## src/sv/radix_integer_to_ascii_macros.svh

```systemverilog
// ----------------------------------------------------------------------------
// radix_integer_to_ascii_macros: assertion macros
// Shared concurrent assertion forms for the converter's modules.
// ----------------------------------------------------------------------------
`ifndef RADIX_INTEGER_TO_ASCII_MACROS_SVH
`define RADIX_INTEGER_TO_ASCII_MACROS_SVH

// Same-cycle implication, checked outside reset.
`define RI2A_ASSERT_NOW(lbl, clk_s, rst_s, ante, cons, msg) \
  lbl: assert property (@(posedge clk_s) disable iff (rst_s) (ante) |-> (cons)) \
    else $error(msg);

// Next-cycle implication, checked outside reset.
`define RI2A_ASSERT_NXT(lbl, clk_s, rst_s, ante, cons, msg) \
  lbl: assert property (@(posedge clk_s) disable iff (rst_s) (ante) |=> (cons)) \
    else $error(msg);

`endif

```

## src/sv/ri2a_pkg.sv

```systemverilog
// ----------------------------------------------------------------------------
// ri2a_pkg
// Word types, character constants and controller/datapath interface structs.
// ----------------------------------------------------------------------------
`default_nettype none

package ri2a_pkg;

  localparam int IN_VALUE_W = 32;
  localparam int RADIX_W    = 5;
  localparam int CHAR_W     = 7;
  localparam int DIGIT_W    = 4;
  // Dividend bits consumed per divider cycle.
  localparam int CHUNK      = 8;

  localparam logic [CHAR_W-1:0]  CHAR_ZERO    = 7'h30;
  localparam logic [CHAR_W-1:0]  CHAR_LOWER_A = 7'h61;
  localparam logic [CHAR_W-1:0]  CHAR_MINUS   = 7'h2D;
  localparam logic [RADIX_W-1:0] RADIX_MIN    = 5'd2;
  localparam logic [RADIX_W-1:0] RADIX_MAX    = 5'd16;
  localparam logic [DIGIT_W-1:0] DIGIT_TEN    = 4'd10;

  typedef struct packed {
    logic [IN_VALUE_W-1:0] value;
    logic [RADIX_W-1:0]    radix;
    logic                  mode;
  } in_word_t;

  typedef struct packed {
    logic [CHAR_W-1:0] character;
    logic              last;
  } out_word_t;

  typedef enum logic [1:0] {
    SEL_MINUS,
    SEL_ZERO,
    SEL_DIGIT
  } out_sel_t;

  typedef struct packed {
    logic     load;      // capture a new input word
    logic     step;      // one divider cycle
    logic     fetch;     // read the next stored digit, most significant first
    logic     out_load;  // fill the output register
    out_sel_t out_sel;
  } cmd_t;

  typedef struct packed {
    logic at_digit;   // divider sits at a digit boundary
    logic q_zero;     // running quotient is zero
    logic cnt_zero;   // no digits stored
    logic neg;        // signed conversion of a negative value
    logic last_pend;  // fetched digit is the final character
  } status_t;

  function automatic logic [CHAR_W-1:0] digit_char(input logic [DIGIT_W-1:0] d);
    logic [CHAR_W-1:0] c;
    if (d < DIGIT_TEN) begin
      c = CHAR_ZERO + CHAR_W'(d);
    end else begin
      c = CHAR_LOWER_A + CHAR_W'(d - DIGIT_TEN);
    end
    return c;
  endfunction

endpackage

`default_nettype wire

```

## src/sv/ri2a_ctrl.sv

```systemverilog
// ----------------------------------------------------------------------------
// ri2a_ctrl
// Sequencer: division loop, optional sign, then digit emission.
// ----------------------------------------------------------------------------
`default_nettype none
`include "radix_integer_to_ascii_macros.svh"

module ri2a_ctrl
  import ri2a_pkg::*;
(
  input  wire logic    clk,
  input  wire logic    rst,
  input  wire logic    in_valid,
  output logic         in_ready,
  output logic         out_valid,
  input  wire logic    out_ready,
  input  wire status_t st,
  output cmd_t         cmd
);

  typedef enum logic [2:0] {
    IDLE,
    DIVIDE,
    MINUS,
    ZERO,
    FETCH,
    LOAD
  } state_t;

  state_t state, state_next;
  logic   out_free;

  // The output register may be refilled when empty or being taken this cycle.
  assign out_free = !out_valid || out_ready;
  assign in_ready = (state == IDLE);

  always_comb begin
    cmd        = '0;
    state_next = state;
    unique case (state)
      IDLE: begin
        if (in_valid) begin
          cmd.load   = 1'b1;
          state_next = DIVIDE;
        end
      end
      DIVIDE: begin
        if (st.at_digit && st.q_zero) begin
          if (st.cnt_zero) begin
            state_next = ZERO;
          end else if (st.neg) begin
            state_next = MINUS;
          end else begin
            state_next = FETCH;
          end
        end else begin
          cmd.step = 1'b1;
        end
      end
      MINUS: begin
        if (out_free) begin
          cmd.out_load = 1'b1;
          cmd.out_sel  = SEL_MINUS;
          state_next   = FETCH;
        end
      end
      ZERO: begin
        if (out_free) begin
          cmd.out_load = 1'b1;
          cmd.out_sel  = SEL_ZERO;
          state_next   = IDLE;
        end
      end
      FETCH: begin
        cmd.fetch  = 1'b1;
        state_next = LOAD;
      end
      LOAD: begin
        if (out_free) begin
          cmd.out_load = 1'b1;
          cmd.out_sel  = SEL_DIGIT;
          state_next   = st.last_pend ? IDLE : FETCH;
        end
      end
      default: begin
        state_next = IDLE;
      end
    endcase
  end

  always_ff @(posedge clk) begin
    if (rst) begin
      state     <= IDLE;
      out_valid <= 1'b0;
    end else begin
      state <= state_next;
      if (cmd.out_load) begin
        out_valid <= 1'b1;
      end else if (out_ready) begin
        out_valid <= 1'b0;
      end
    end
  end

  `RI2A_ASSERT_NOW(a_no_overwrite, clk, rst, cmd.out_load, !out_valid || out_ready,
                   "output word overwritten before it was taken")
  `RI2A_ASSERT_NXT(a_accept_divides, clk, rst, in_valid && in_ready, state == DIVIDE,
                   "accepted word did not start the division")
  `RI2A_ASSERT_NOW(a_fetch_has_digit, clk, rst, cmd.fetch, !st.cnt_zero,
                   "digit fetch with an empty digit store")

endmodule

`default_nettype wire

```

## src/sv/ri2a_dp.sv

```systemverilog
// ----------------------------------------------------------------------------
// ri2a_dp
// Datapath: magnitude, chunked radix divider, digit store and output register.
// ----------------------------------------------------------------------------
`default_nettype none
`include "radix_integer_to_ascii_macros.svh"

module ri2a_dp
  import ri2a_pkg::*;
#(
  parameter int VALUE_WIDTH = 32
) (
  input  wire logic     clk,
  input  wire logic     rst,
  input  wire in_word_t in_word,
  input  wire cmd_t     cmd,
  output status_t       st,
  output out_word_t     out_word
);

  localparam int DIV_CYC = (VALUE_WIDTH + CHUNK - 1) / CHUNK;
  localparam int DIV_W   = DIV_CYC * CHUNK;
  localparam int CH_W    = (DIV_CYC > 1) ? $clog2(DIV_CYC) : 1;
  localparam int CNT_W   = $clog2(VALUE_WIDTH + 1);
  localparam int IDX_W   = $clog2(VALUE_WIDTH);

  logic [DIV_W-1:0]   work;      // running quotient, shifted through the divider
  logic [DIGIT_W-1:0] rem;
  logic [RADIX_W-1:0] radix_r;
  logic               neg;
  logic [CH_W-1:0]    chunk;
  logic [CNT_W-1:0]   cnt;
  logic               last_pend;
  logic [DIGIT_W-1:0] rd_digit;

  logic [DIGIT_W-1:0] digit_store [VALUE_WIDTH];

  // Input capture.
  logic [63:0]          val_ext;
  logic [VALUE_WIDTH-1:0] v;
  logic [VALUE_WIDTH-1:0] v_neg;
  logic                 neg_in;
  logic [RADIX_W-1:0]   radix_in;

  assign val_ext = 64'(in_word.value);
  assign v       = val_ext[VALUE_WIDTH-1:0];
  assign v_neg   = ~v + VALUE_WIDTH'(1);
  assign neg_in  = in_word.mode && v[VALUE_WIDTH-1];

  always_comb begin
    if (in_word.radix < RADIX_MIN) begin
      radix_in = RADIX_MIN;
    end else if (in_word.radix > RADIX_MAX) begin
      radix_in = RADIX_MAX;
    end else begin
      radix_in = in_word.radix;
    end
  end

  // One divider cycle: CHUNK restoring steps on a 5-bit partial remainder.
  logic [CHUNK-1:0]   qbits;
  logic [DIGIT_W-1:0] rem_next;
  logic [DIV_W-1:0]   work_next;
  logic               chunk_last;

  always_comb begin
    logic [DIGIT_W:0]   t;
    logic [DIGIT_W-1:0] r;
    r     = rem;
    qbits = '0;
    for (int i = 0; i < CHUNK; i++) begin
      t = {r, work[DIV_W-1-i]};
      if (t >= radix_r) begin
        t                  = t - radix_r;
        qbits[CHUNK-1-i]   = 1'b1;
      end
      r = t[DIGIT_W-1:0];
    end
    rem_next  = r;
    work_next = (work << CHUNK) | DIV_W'(qbits);
  end

  assign chunk_last = (chunk == CH_W'(DIV_CYC - 1));

  logic [CNT_W-1:0] cnt_m1;
  logic [IDX_W-1:0] rd_addr;
  logic [IDX_W-1:0] wr_addr;

  assign cnt_m1  = cnt - CNT_W'(1);
  assign rd_addr = cnt_m1[IDX_W-1:0];
  assign wr_addr = cnt[IDX_W-1:0];

  always_ff @(posedge clk) begin
    if (rst) begin
      work      <= '0;
      neg       <= 1'b0;
      chunk     <= '0;
      cnt       <= '0;
      last_pend <= 1'b0;
    end else begin
      if (cmd.load) begin
        work  <= DIV_W'(neg_in ? v_neg : v);
        neg   <= neg_in;
        chunk <= '0;
        cnt   <= '0;
      end else if (cmd.step) begin
        work  <= work_next;
        chunk <= chunk_last ? '0 : chunk + CH_W'(1);
        if (chunk_last) begin
          cnt <= cnt + CNT_W'(1);
        end
      end else if (cmd.fetch) begin
        cnt       <= cnt_m1;
        last_pend <= (cnt == CNT_W'(1));
      end
    end
  end

  always_ff @(posedge clk) begin
    if (cmd.load) begin
      radix_r <= radix_in;
      rem     <= '0;
    end else if (cmd.step) begin
      rem <= chunk_last ? '0 : rem_next;
    end
  end

  // Digit store: written at the digit count, read back in reverse order.
  always_ff @(posedge clk) begin
    if (cmd.step && chunk_last) begin
      digit_store[wr_addr] <= rem_next;
    end
    if (cmd.fetch) begin
      rd_digit <= digit_store[rd_addr];
    end
  end

  always_ff @(posedge clk) begin
    if (cmd.out_load) begin
      unique case (cmd.out_sel)
        SEL_MINUS: out_word <= '{character: CHAR_MINUS, last: 1'b0};
        SEL_ZERO:  out_word <= '{character: CHAR_ZERO, last: 1'b1};
        SEL_DIGIT: out_word <= '{character: digit_char(rd_digit), last: last_pend};
        default:   out_word <= '{character: CHAR_ZERO, last: 1'b1};
      endcase
    end
  end

  assign st.at_digit  = (chunk == '0);
  assign st.q_zero    = (work == '0);
  assign st.cnt_zero  = (cnt == '0);
  assign st.neg       = neg;
  assign st.last_pend = last_pend;

  `RI2A_ASSERT_NOW(a_store_in_range, clk, rst, cmd.step && chunk_last,
                   cnt < CNT_W'(VALUE_WIDTH), "digit write beyond the digit store")
  `RI2A_ASSERT_NOW(a_rem_below_radix, clk, rst, cmd.step,
                   {1'b0, rem_next} < radix_r, "remainder not below the radix")

endmodule

`default_nettype wire

```

## src/sv/radix_integer_to_ascii.sv

```systemverilog
// ----------------------------------------------------------------------------
// radix_integer_to_ascii
// Division: each digit takes a full pass of the 8-bit-per-cycle radix divider
//   over the dividend.
// Each character is then read from the digit store and loaded into the output
//   register; a '-' needs only the output load. One word at a time.
// Reset (rst, synchronous) returns the sequencer to idle and empties the output.
// ----------------------------------------------------------------------------
`default_nettype none

module radix_integer_to_ascii
  import ri2a_pkg::*;
#(
  parameter int VALUE_WIDTH = 32
) (
  input  wire logic     clk,
  input  wire logic     rst,
  input  wire logic     in_valid,
  output logic          in_ready,
  input  wire in_word_t in_word,
  output logic          out_valid,
  input  wire logic     out_ready,
  output out_word_t     out_word
);

  // The controller steps the datapath through three phases. The divide phase
  // repeatedly divides the magnitude by the clamped radix, storing one digit
  // (least significant first) each time the divider finishes a pass over the
  // dividend. The sign phase emits a minus sign for negative signed words. The
  // emit phase reads the digit store from the top down and converts each digit
  // to '0'..'9' or 'a'..'f'. A zero word skips straight to a single '0'.
  //
  // The output word sits in a register, so the next input word can be taken
  // while the final character of the previous one is still waiting.

  cmd_t    cmd;
  status_t st;

  ri2a_ctrl u_ctrl (
    .clk       (clk),
    .rst       (rst),
    .in_valid  (in_valid),
    .in_ready  (in_ready),
    .out_valid (out_valid),
    .out_ready (out_ready),
    .st        (st),
    .cmd       (cmd)
  );

  ri2a_dp #(
    .VALUE_WIDTH (VALUE_WIDTH)
  ) u_dp (
    .clk      (clk),
    .rst      (rst),
    .in_word  (in_word),
    .cmd      (cmd),
    .st       (st),
    .out_word (out_word)
  );

endmodule

`default_nettype wire

```

## config.mk

```make
export PLATFORM = sky130hd
export DESIGN_NAME = radix_integer_to_ascii
export DESIGN_NICKNAME = d
export VERILOG_FILES = /design/src/sv/ri2a_pkg.sv /design/src/sv/ri2a_ctrl.sv /design/src/sv/ri2a_dp.sv /design/src/sv/radix_integer_to_ascii.sv
export VERILOG_INCLUDE_DIRS = /design/src /design/src/sv
export SDC_FILE = /design/constraint.sdc
export NUM_CORES = 1
export LEC_CHECK = 0
export ABC_AREA = 1
export BUFFER_PORTS_ARGS = -buffer_cell sky130_fd_sc_hd__buf_2
export CAP_MARGIN = 20
export CORE_MARGIN = 2
export CORE_UTILIZATION = 65
export DETAILED_ROUTE_END_ITERATION = 10
export PLACE_DENSITY = 0.93
export REMOVE_ABC_BUFFERS = 1
export SLEW_MARGIN = 20
export SYNTH_ARGS = -nofsm -noshare
export SYNTH_HDL_FRONTEND = slang
export SYNTH_SLANG_ARGS = --single-unit
```

## constraint.sdc

```tcl
create_clock -name clk -period 18.62 [get_ports clk]
set_input_delay 0.931 -clock clk [delete_from_list [all_inputs] [get_ports clk]]
set_output_delay 0.931 -clock clk [all_outputs]
set_load 0.1 [all_outputs]
```

# After elaboration in Yosys (flattened, before gate mapping)
# Memory sizes are Yosys's and may differ from the RTL's. A register that Yosys moved wholly into a read port is not among the register bits.
# Index checks and enable logic that the tools add are counted.
word_totals:
  register_bits: 63
  ram_bits: 128
  out_inout_bits: 10
  n_memories: 1
memory_table:
  columns: ["memory", "depth", "width", "read_ports", "rd_ports_with_merged_regs", "wr", "line_no", "rtl"]
  rows:
  - ["u_dp.digit_store", 32, 4, 1, 1, 1, "ri2a_dp.sv:36", "logic [DIGIT_W-1:0] digit_store [VALUE_WIDTH];"]
classes:
  n_addsub: 15
  n_lt_le_gt_ge: 11
  n_eq_ne: 14
  n_mux: 49
  bitwise: 4
  reduce_logical: 18
ops:
  columns: ["op", "count"]
  rows:
  - ["2-to-1 mux 32 bit", 3]
  - ["greater-or-equal comparator 5 bit", 8]
  - ["2-to-1 mux 4 bit", 9]
  - ["2-to-1 mux 3 bit", 11]
  - ["adder 32 x 1 -> 32 bit, second input constant", 1]
  - ["zero test 32 bit", 1]
  - ["inverter 32 bit", 1]
  - ["OR 32 x 8 -> 32 bit", 1]
  - ["subtractor 4 bit", 8]
  - ["2-to-1 mux 6 bit", 3]
  - ["case mux 3 bit (6 select lines)", 1]
  - ["2-to-1 mux 1 bit", 17]
  - ["case mux 8 bit (2 select lines)", 1]
  - ["case mux 3 bit (3 select lines)", 1]
  - ["!= test 2 x 1 -> 1 bit, second input constant", 4]
  - ["adder 6 x 4 -> 7 bit, first input constant", 1]
  - ["adder 7 bit, first input constant", 1]
  - ["2-to-1 mux 7 bit", 1]
  - ["adder 6 x 1 -> 6 bit, second input constant", 1]
  - ["== test 3 x 2 -> 1 bit, second input constant", 2]
  - ["== test 3 bit, second input constant", 2]
  - ["== test 6 x 1 -> 1 bit, second input constant", 1]
  - ["zero test 6 bit", 1]
  - ["nonzero test 2 bit", 3]
  - ["21 further kinds", 28]

# Depth between registers and ports, before layout
depth:
  word_depth: 19
  depth_mapped: 70
  ltp_nobuf: 70

# Modules after synthesis
# A second synthesis with hierarchy kept.
unflattened:
  hier_cells: 1328
  area_unflattened_um2: 11393.4
by_module_without_submodules:
  columns: ["mod", "instances", "cells_each", "area_each_um2"]
  rows:
  - ["ri2a_dp", 1, 1275, 11053.1]
  - ["ri2a_ctrl", 1, 53, 340.3]

# Worst setup path after synthesis
# OpenSTA, ideal clock, no wires.
synth_path:
  path_kind: "register -> register"
  start: "register u_dp.radix_r[1]"
  end: "memory u_dp.digit_store[0][0] (data pin)"
  setup_ns: 0.464
  t_arrival_ns: 10.352
  t_required_ns: 18.156
  path_slack_ns: 7.804
  stages_incl_launch_ff: 62
  n_path_buf: 0
  period_less_slack_ns: 10.816
  cell_sequence: "edfxtp_1 inv_1 ha_1 nand2_1 inv_1 nand4_1 nand3_1 nor2_1 a21oi_1 ha_1 nand2_1 inv_1 a21oi_1 nand3_1 inv_1 o21ai_0 ha_1 nand2_1 (+26 left out) nand3_1 nor2_1 nand3_1 and2_1 ha_1 a21o_1 nand2_1 nand3_1 nor2_2 nand3_1 and2_1 ha_1 nand3_1 nand2_1 nand2_1 nand3_1 a21oi_2 o21ai_0"
synth_via:
  elab_chain_cells: 16
synth_lines:
  columns: ["item", "line_no", "rtl"]
  rows:
  - ["start, declared", "ri2a_dp.sv:29", "logic [RADIX_W-1:0] radix_r;"]
  - ["start signal, assigned", "ri2a_dp.sv:121", "radix_r <= radix_in;"]
  - ["subtractor 4 bit / greater-or-equal comparator 5 bit (equally long branches)", "ri2a_dp.sv:74, ri2a_dp.sv:73", null]
  - ["2-to-1 mux 4 bit", "ri2a_dp.sv:73", "if (t >= radix_r) begin"]
  - ["subtractor 4 bit / greater-or-equal comparator 5 bit (equally long branches)", "ri2a_dp.sv:74, ri2a_dp.sv:73", null]
  - ["2-to-1 mux 4 bit", "ri2a_dp.sv:73", null]
  - ["subtractor 4 bit / greater-or-equal comparator 5 bit (equally long branches)", "ri2a_dp.sv:74, ri2a_dp.sv:73", null]
  - ["2-to-1 mux 4 bit", "ri2a_dp.sv:73", null]
  - ["greater-or-equal comparator 5 bit / subtractor 4 bit (equally long branches)", "ri2a_dp.sv:73, ri2a_dp.sv:74", null]
  - ["2-to-1 mux 4 bit", "ri2a_dp.sv:73", null]
  - ["subtractor 4 bit / greater-or-equal comparator 5 bit (equally long branches)", "ri2a_dp.sv:74, ri2a_dp.sv:73", null]
  - ["2-to-1 mux 4 bit", "ri2a_dp.sv:73", null]
  - ["subtractor 4 bit / greater-or-equal comparator 5 bit (equally long branches)", "ri2a_dp.sv:74, ri2a_dp.sv:73", null]
  - ["2-to-1 mux 4 bit", "ri2a_dp.sv:73", null]
  - ["subtractor 4 bit / greater-or-equal comparator 5 bit (equally long branches)", "ri2a_dp.sv:74, ri2a_dp.sv:73", null]
  - ["2-to-1 mux 4 bit", "ri2a_dp.sv:73", null]
  - ["greater-or-equal comparator 5 bit *", "ri2a_dp.sv:73", null]
  - ["2-to-1 mux 4 bit *", "ri2a_dp.sv:73", null]
  - ["named net u_dp.rem_next[0]", "ri2a_dp.sv:62", "logic [DIGIT_W-1:0] rem_next;"]
  - ["end, declared", "ri2a_dp.sv:36", null]
# The timed path passes the listed nets; every way through them passes the cells marked *.

# Worst setup path in the final report
layout_path:
  start: "register u_dp.radix_r[1]"
  end: "memory u_dp.digit_store[3][3] (data pin)"
layout_via:
  elab_chain_cells: 16
layout_lines:
  columns: ["item", "line_no"]
  rows:
  - ["subtractor 4 bit / greater-or-equal comparator 5 bit (equally long branches)", "ri2a_dp.sv:74, ri2a_dp.sv:73"]
  - ["2-to-1 mux 4 bit", "ri2a_dp.sv:73"]
  - ["subtractor 4 bit / greater-or-equal comparator 5 bit (equally long branches)", "ri2a_dp.sv:74, ri2a_dp.sv:73"]
  - ["2-to-1 mux 4 bit", "ri2a_dp.sv:73"]
  - ["subtractor 4 bit / greater-or-equal comparator 5 bit (equally long branches)", "ri2a_dp.sv:74, ri2a_dp.sv:73"]
  - ["2-to-1 mux 4 bit", "ri2a_dp.sv:73"]
  - ["greater-or-equal comparator 5 bit / subtractor 4 bit (equally long branches)", "ri2a_dp.sv:73, ri2a_dp.sv:74"]
  - ["2-to-1 mux 4 bit", "ri2a_dp.sv:73"]
  - ["subtractor 4 bit / greater-or-equal comparator 5 bit (equally long branches)", "ri2a_dp.sv:74, ri2a_dp.sv:73"]
  - ["2-to-1 mux 4 bit", "ri2a_dp.sv:73"]
  - ["subtractor 4 bit / greater-or-equal comparator 5 bit (equally long branches)", "ri2a_dp.sv:74, ri2a_dp.sv:73"]
  - ["2-to-1 mux 4 bit", "ri2a_dp.sv:73"]
  - ["greater-or-equal comparator 5 bit / subtractor 4 bit (equally long branches)", "ri2a_dp.sv:73, ri2a_dp.sv:74"]
  - ["2-to-1 mux 4 bit", "ri2a_dp.sv:73"]
  - ["subtractor 4 bit / greater-or-equal comparator 5 bit (equally long branches)", "ri2a_dp.sv:74, ri2a_dp.sv:73"]
  - ["2-to-1 mux 4 bit *", "ri2a_dp.sv:73"]
  - ["named net u_dp.rem_next[3]", "ri2a_dp.sv:62"]
# Marked as above.

==> metrics.md <==
| Metric | Value |
|---|---|
| Seq/Total Area, Yosys | 46.3% |
| Root buf cell | clkbuf_16 |
| Routed vias | 9940 |
| Drt total wl | 28.4 mm |
| Std-Cell Core Area | approximately 17000 um2 |
| CTS Buf Count | 17 |
| DRC | 0 |
| Cell variety after synth | 47 |
| Crit path launch type | flop |
| Setup bufs post-CTS | 0 |
| N_diodes | 0 |
| Die Span Y | 137 um |
| CTS tree | built |
| First-pass DRT Iterations | 6 |
| Cts repair resizes | 0 |
| Wl on met1 | 11.3 mm |
| Largest net degree at the start of global routing | 70 |
| RSZ-0062 raised after global routing | false |
| Top sig layer | met4 |
| First-pass GRT wire length | 46.2 mm |
| Crit path top cell by count | nand2_1 |
| Status | finished clean |
| Chip width | 137 um |
| Placement row count | 48 |
| MaxCap Viol Count | 0 |
| CP Capture Type | flop |
| Hold path start | u_dp.rem[3] |
| Post-Syn Instances | between 1k and 1.5k |
| Critical path arrival | 12.41 ns |
| Hold_buf cts | 0 |
| Number of synthesized register bits | 195 |
| P&R area growth vs syn | 8.41% |
| Setup TNS | 0 ns |
| Worst-Margin Slew | 1.11 ns |
| GPL Wtd Cong | 0.950 |
| Met3 wire len | 2.11 mm |
| R2R Path Start | u_dp.radix_r[1] |
| Commonest register cell after synthesis | edfxtp_1 |
| Met2 routed WL | ~14 mm |
| Final Skew | 0.0175 ns |
| Avg Cell Area, Syn | 8.23 um2 |
| Clock buffer depth | 2 |
| Hpwl dp | approximately 19 mm |
| Max-slew violation count | 0 |
| Clock Latency Late Sink | 0.46 ns |
| Final Hold Fails | 0 |
| Final min period | 12.32 ns |
| Final global-route overflow total | 0 |
| Initial antenna violation count | 0 |
| Post-synth EDFFs | between 100 and 150 |
| WP data required | 18.71 ns |
| Post-route clock period utilization | between 60% and 70% |
| Worst-path clk slew | 0.08 ns |
| Initial Util | ~67% |
| IO buf count | 51 |
| Clock sinks | approximately 200 |
| DR iter-0 viols | 1021 |
| H-tree level count | 4 |
| Achievable frequency | 81.2 MHz |
| Kind of critical path | flop to flop |
| CP max stage delay | 0.87 ns |
| # setup viols final | 0 |
| CP top delay family | simple AND/OR/NAND/NOR gates |
| Layout cell share with drive strength beyond 1 | 9.47% |
| HP Class | flop to flop |
| Slew margin rel. | a little over a quarter |
| Yosys warns | 0 |
| Vias in the first global route | 9680 |
| Worst path slowest cell | and2_1 |
| Beginning of the critical path | u_dp.radix_r[1] |
| Post-Synthesis Cell Area | 11600 um2 |
| Die area | between 15000 and 20000 um2 |
| I/O pin count | 52 |
| GR Util All Layers | 31.5% |
| Drt wl/cell | about 17 um |
| Nets | 1535 |
| Fraction of registers with async set/reset | 0% |
| Max FO, Critical Path | 32 |
| Detail Route Antenna Nets | 0 |
| Buf/Inv on CP | 12 |
| Via density | 5.94 |
-- kinds of logic after synthesis --
| family | Yosys count | synth area share [%] |
|---|---|---|
| DFF | 195 | 46.3 |
| and+or+nand+nor | 693 | 25.7 |
| buffers and inverters | 199 | 7.29 |
| adders and majority gates | 59 | 6.91 |
| xor gates and xnor gates | 25 | 2.19 |
| AOI/OAI and AO/OA | 234 | 11.6 |
-- metal layers --
| metal | up-vias | global-route usage [%] |
|---|---|---|
| met5 | - | 0 |
| met4 | 0 | 17.2 |
| met3 | 104 | 5.41 |
| met2 | 535 | 52.5 |
| met1 | 4533 | 39.3 |
| li1 | 4768 | - |
-- synth_stat cells (3+ instances only) --
master	count	area share [%]
nand2_1	275	8.9
nor2_1	236	7.7
edfxtp_1	145	38
inv_1	143	4.6
nand3_1	125	5.4
o21ai_0	117	5.1
ha_1	51	5.5
dfxtp_1	50	8.7
a21oi_1	47	2.0
o211ai_1	41	2.7
clkbuf_1	17	0.55
buf_2	16	0.69
nand4_1	15	0.81
xnor2_1	12	0.91
xor2_1	10	0.76
buf_4	9	0.58
or2_2	9	0.49
fa_1	8	1.4
and2_1	7	0.38
inv_2	6	0.19
nand3b_1	6	0.39
a21o_1	5	0.32
buf_6	5	0.49
nand2_2	5	0.27
nor2_2	5	0.27
o21ai_1	5	0.22
o21a_1	4	0.26
o21bai_1	3	0.19
-- tightest hold or removal path, cell delays in order (launching register included) --
cell	delay (ns)
dfxtp_1	0.34
nand2_1	0.07
nand2_1	0.04
-- stage by stage --
step                      cell area [um2]  hold slack, ns  instances  util [%]  setup WS [ns]
after floorplan                     11300           0.430       1357         -           7.80
after global placement              11900           0.451       1639      68.4           7.36
after detailed placement            11900           0.469       1639      68.4           6.69
after CTS                           12500           0.480       1671      72.1           6.50
after global routing                12500           0.514       1672      72.2           5.32
final                               12500           0.487       1672      72.2           6.30
-- cell usage in the layout, fill, tap and decap left out, drive strengths merged, types with 3 or more instances in the layout --
master | synthesis | layout
clkbuf | 17 | 17
dfxtp | 50 | 50
inv | 151 | 161
o21a | 4 | 4
edfxtp | 145 | 145
o211ai | 41 | 41
nand2 | 283 | 283
xor2 | 13 | 13
nor2 | 244 | 244
clkinv | 0 | 5
a21oi | 49 | 49
ha | 51 | 51
nand3b | 6 | 6
a21o | 5 | 5
or2 | 9 | 9
buf | 31 | 58
o21ai | 124 | 124
fa | 8 | 8
and2 | 7 | 7
nand3 | 128 | 128
nand4 | 15 | 15
o21bai | 3 | 3
xnor2 | 12 | 12
-- registers in the layout (all words and copies together), names as in the netlist --
signal and cells:
u_dp.rem 4, u_ctrl.out_valid 1, u_dp.cnt 6, u_dp.neg 1, u_dp.chunk 2, u_dp.rd_digit 4
u_dp.digit_store 128, u_dp.last_pend 1, u_dp.out_word 8, u_ctrl.state 3, u_dp.work 32, u_dp.radix_r 5
-- layout make-up --
cell class,instances,area (um2)
Multi-Input combinational cell,1011,5370
Timing Repair Buffer,58,315
Inverter,151,572
Sequential cell,195,5360
Fill cell,1223,4820
Tap cell,225,282
Clock inverter,15,210
Clock buffer,17,425
-- path summary, 6_finish.rpt --
check | end | slack [ns] | depth (start not counted)
max | u_dp.digit_store[3][3] | 6.30 | 65
min | u_dp.rem[3] | 0.49 | 2
max reg2reg | u_dp.digit_store[3][3] | 6.30 | 65
min reg2reg | u_dp.rem[3] | 0.49 | 2
Power is left out: the tool's default activity adds up to more than one toggle a clock period on the data nets, which glitch-free logic cannot reach.
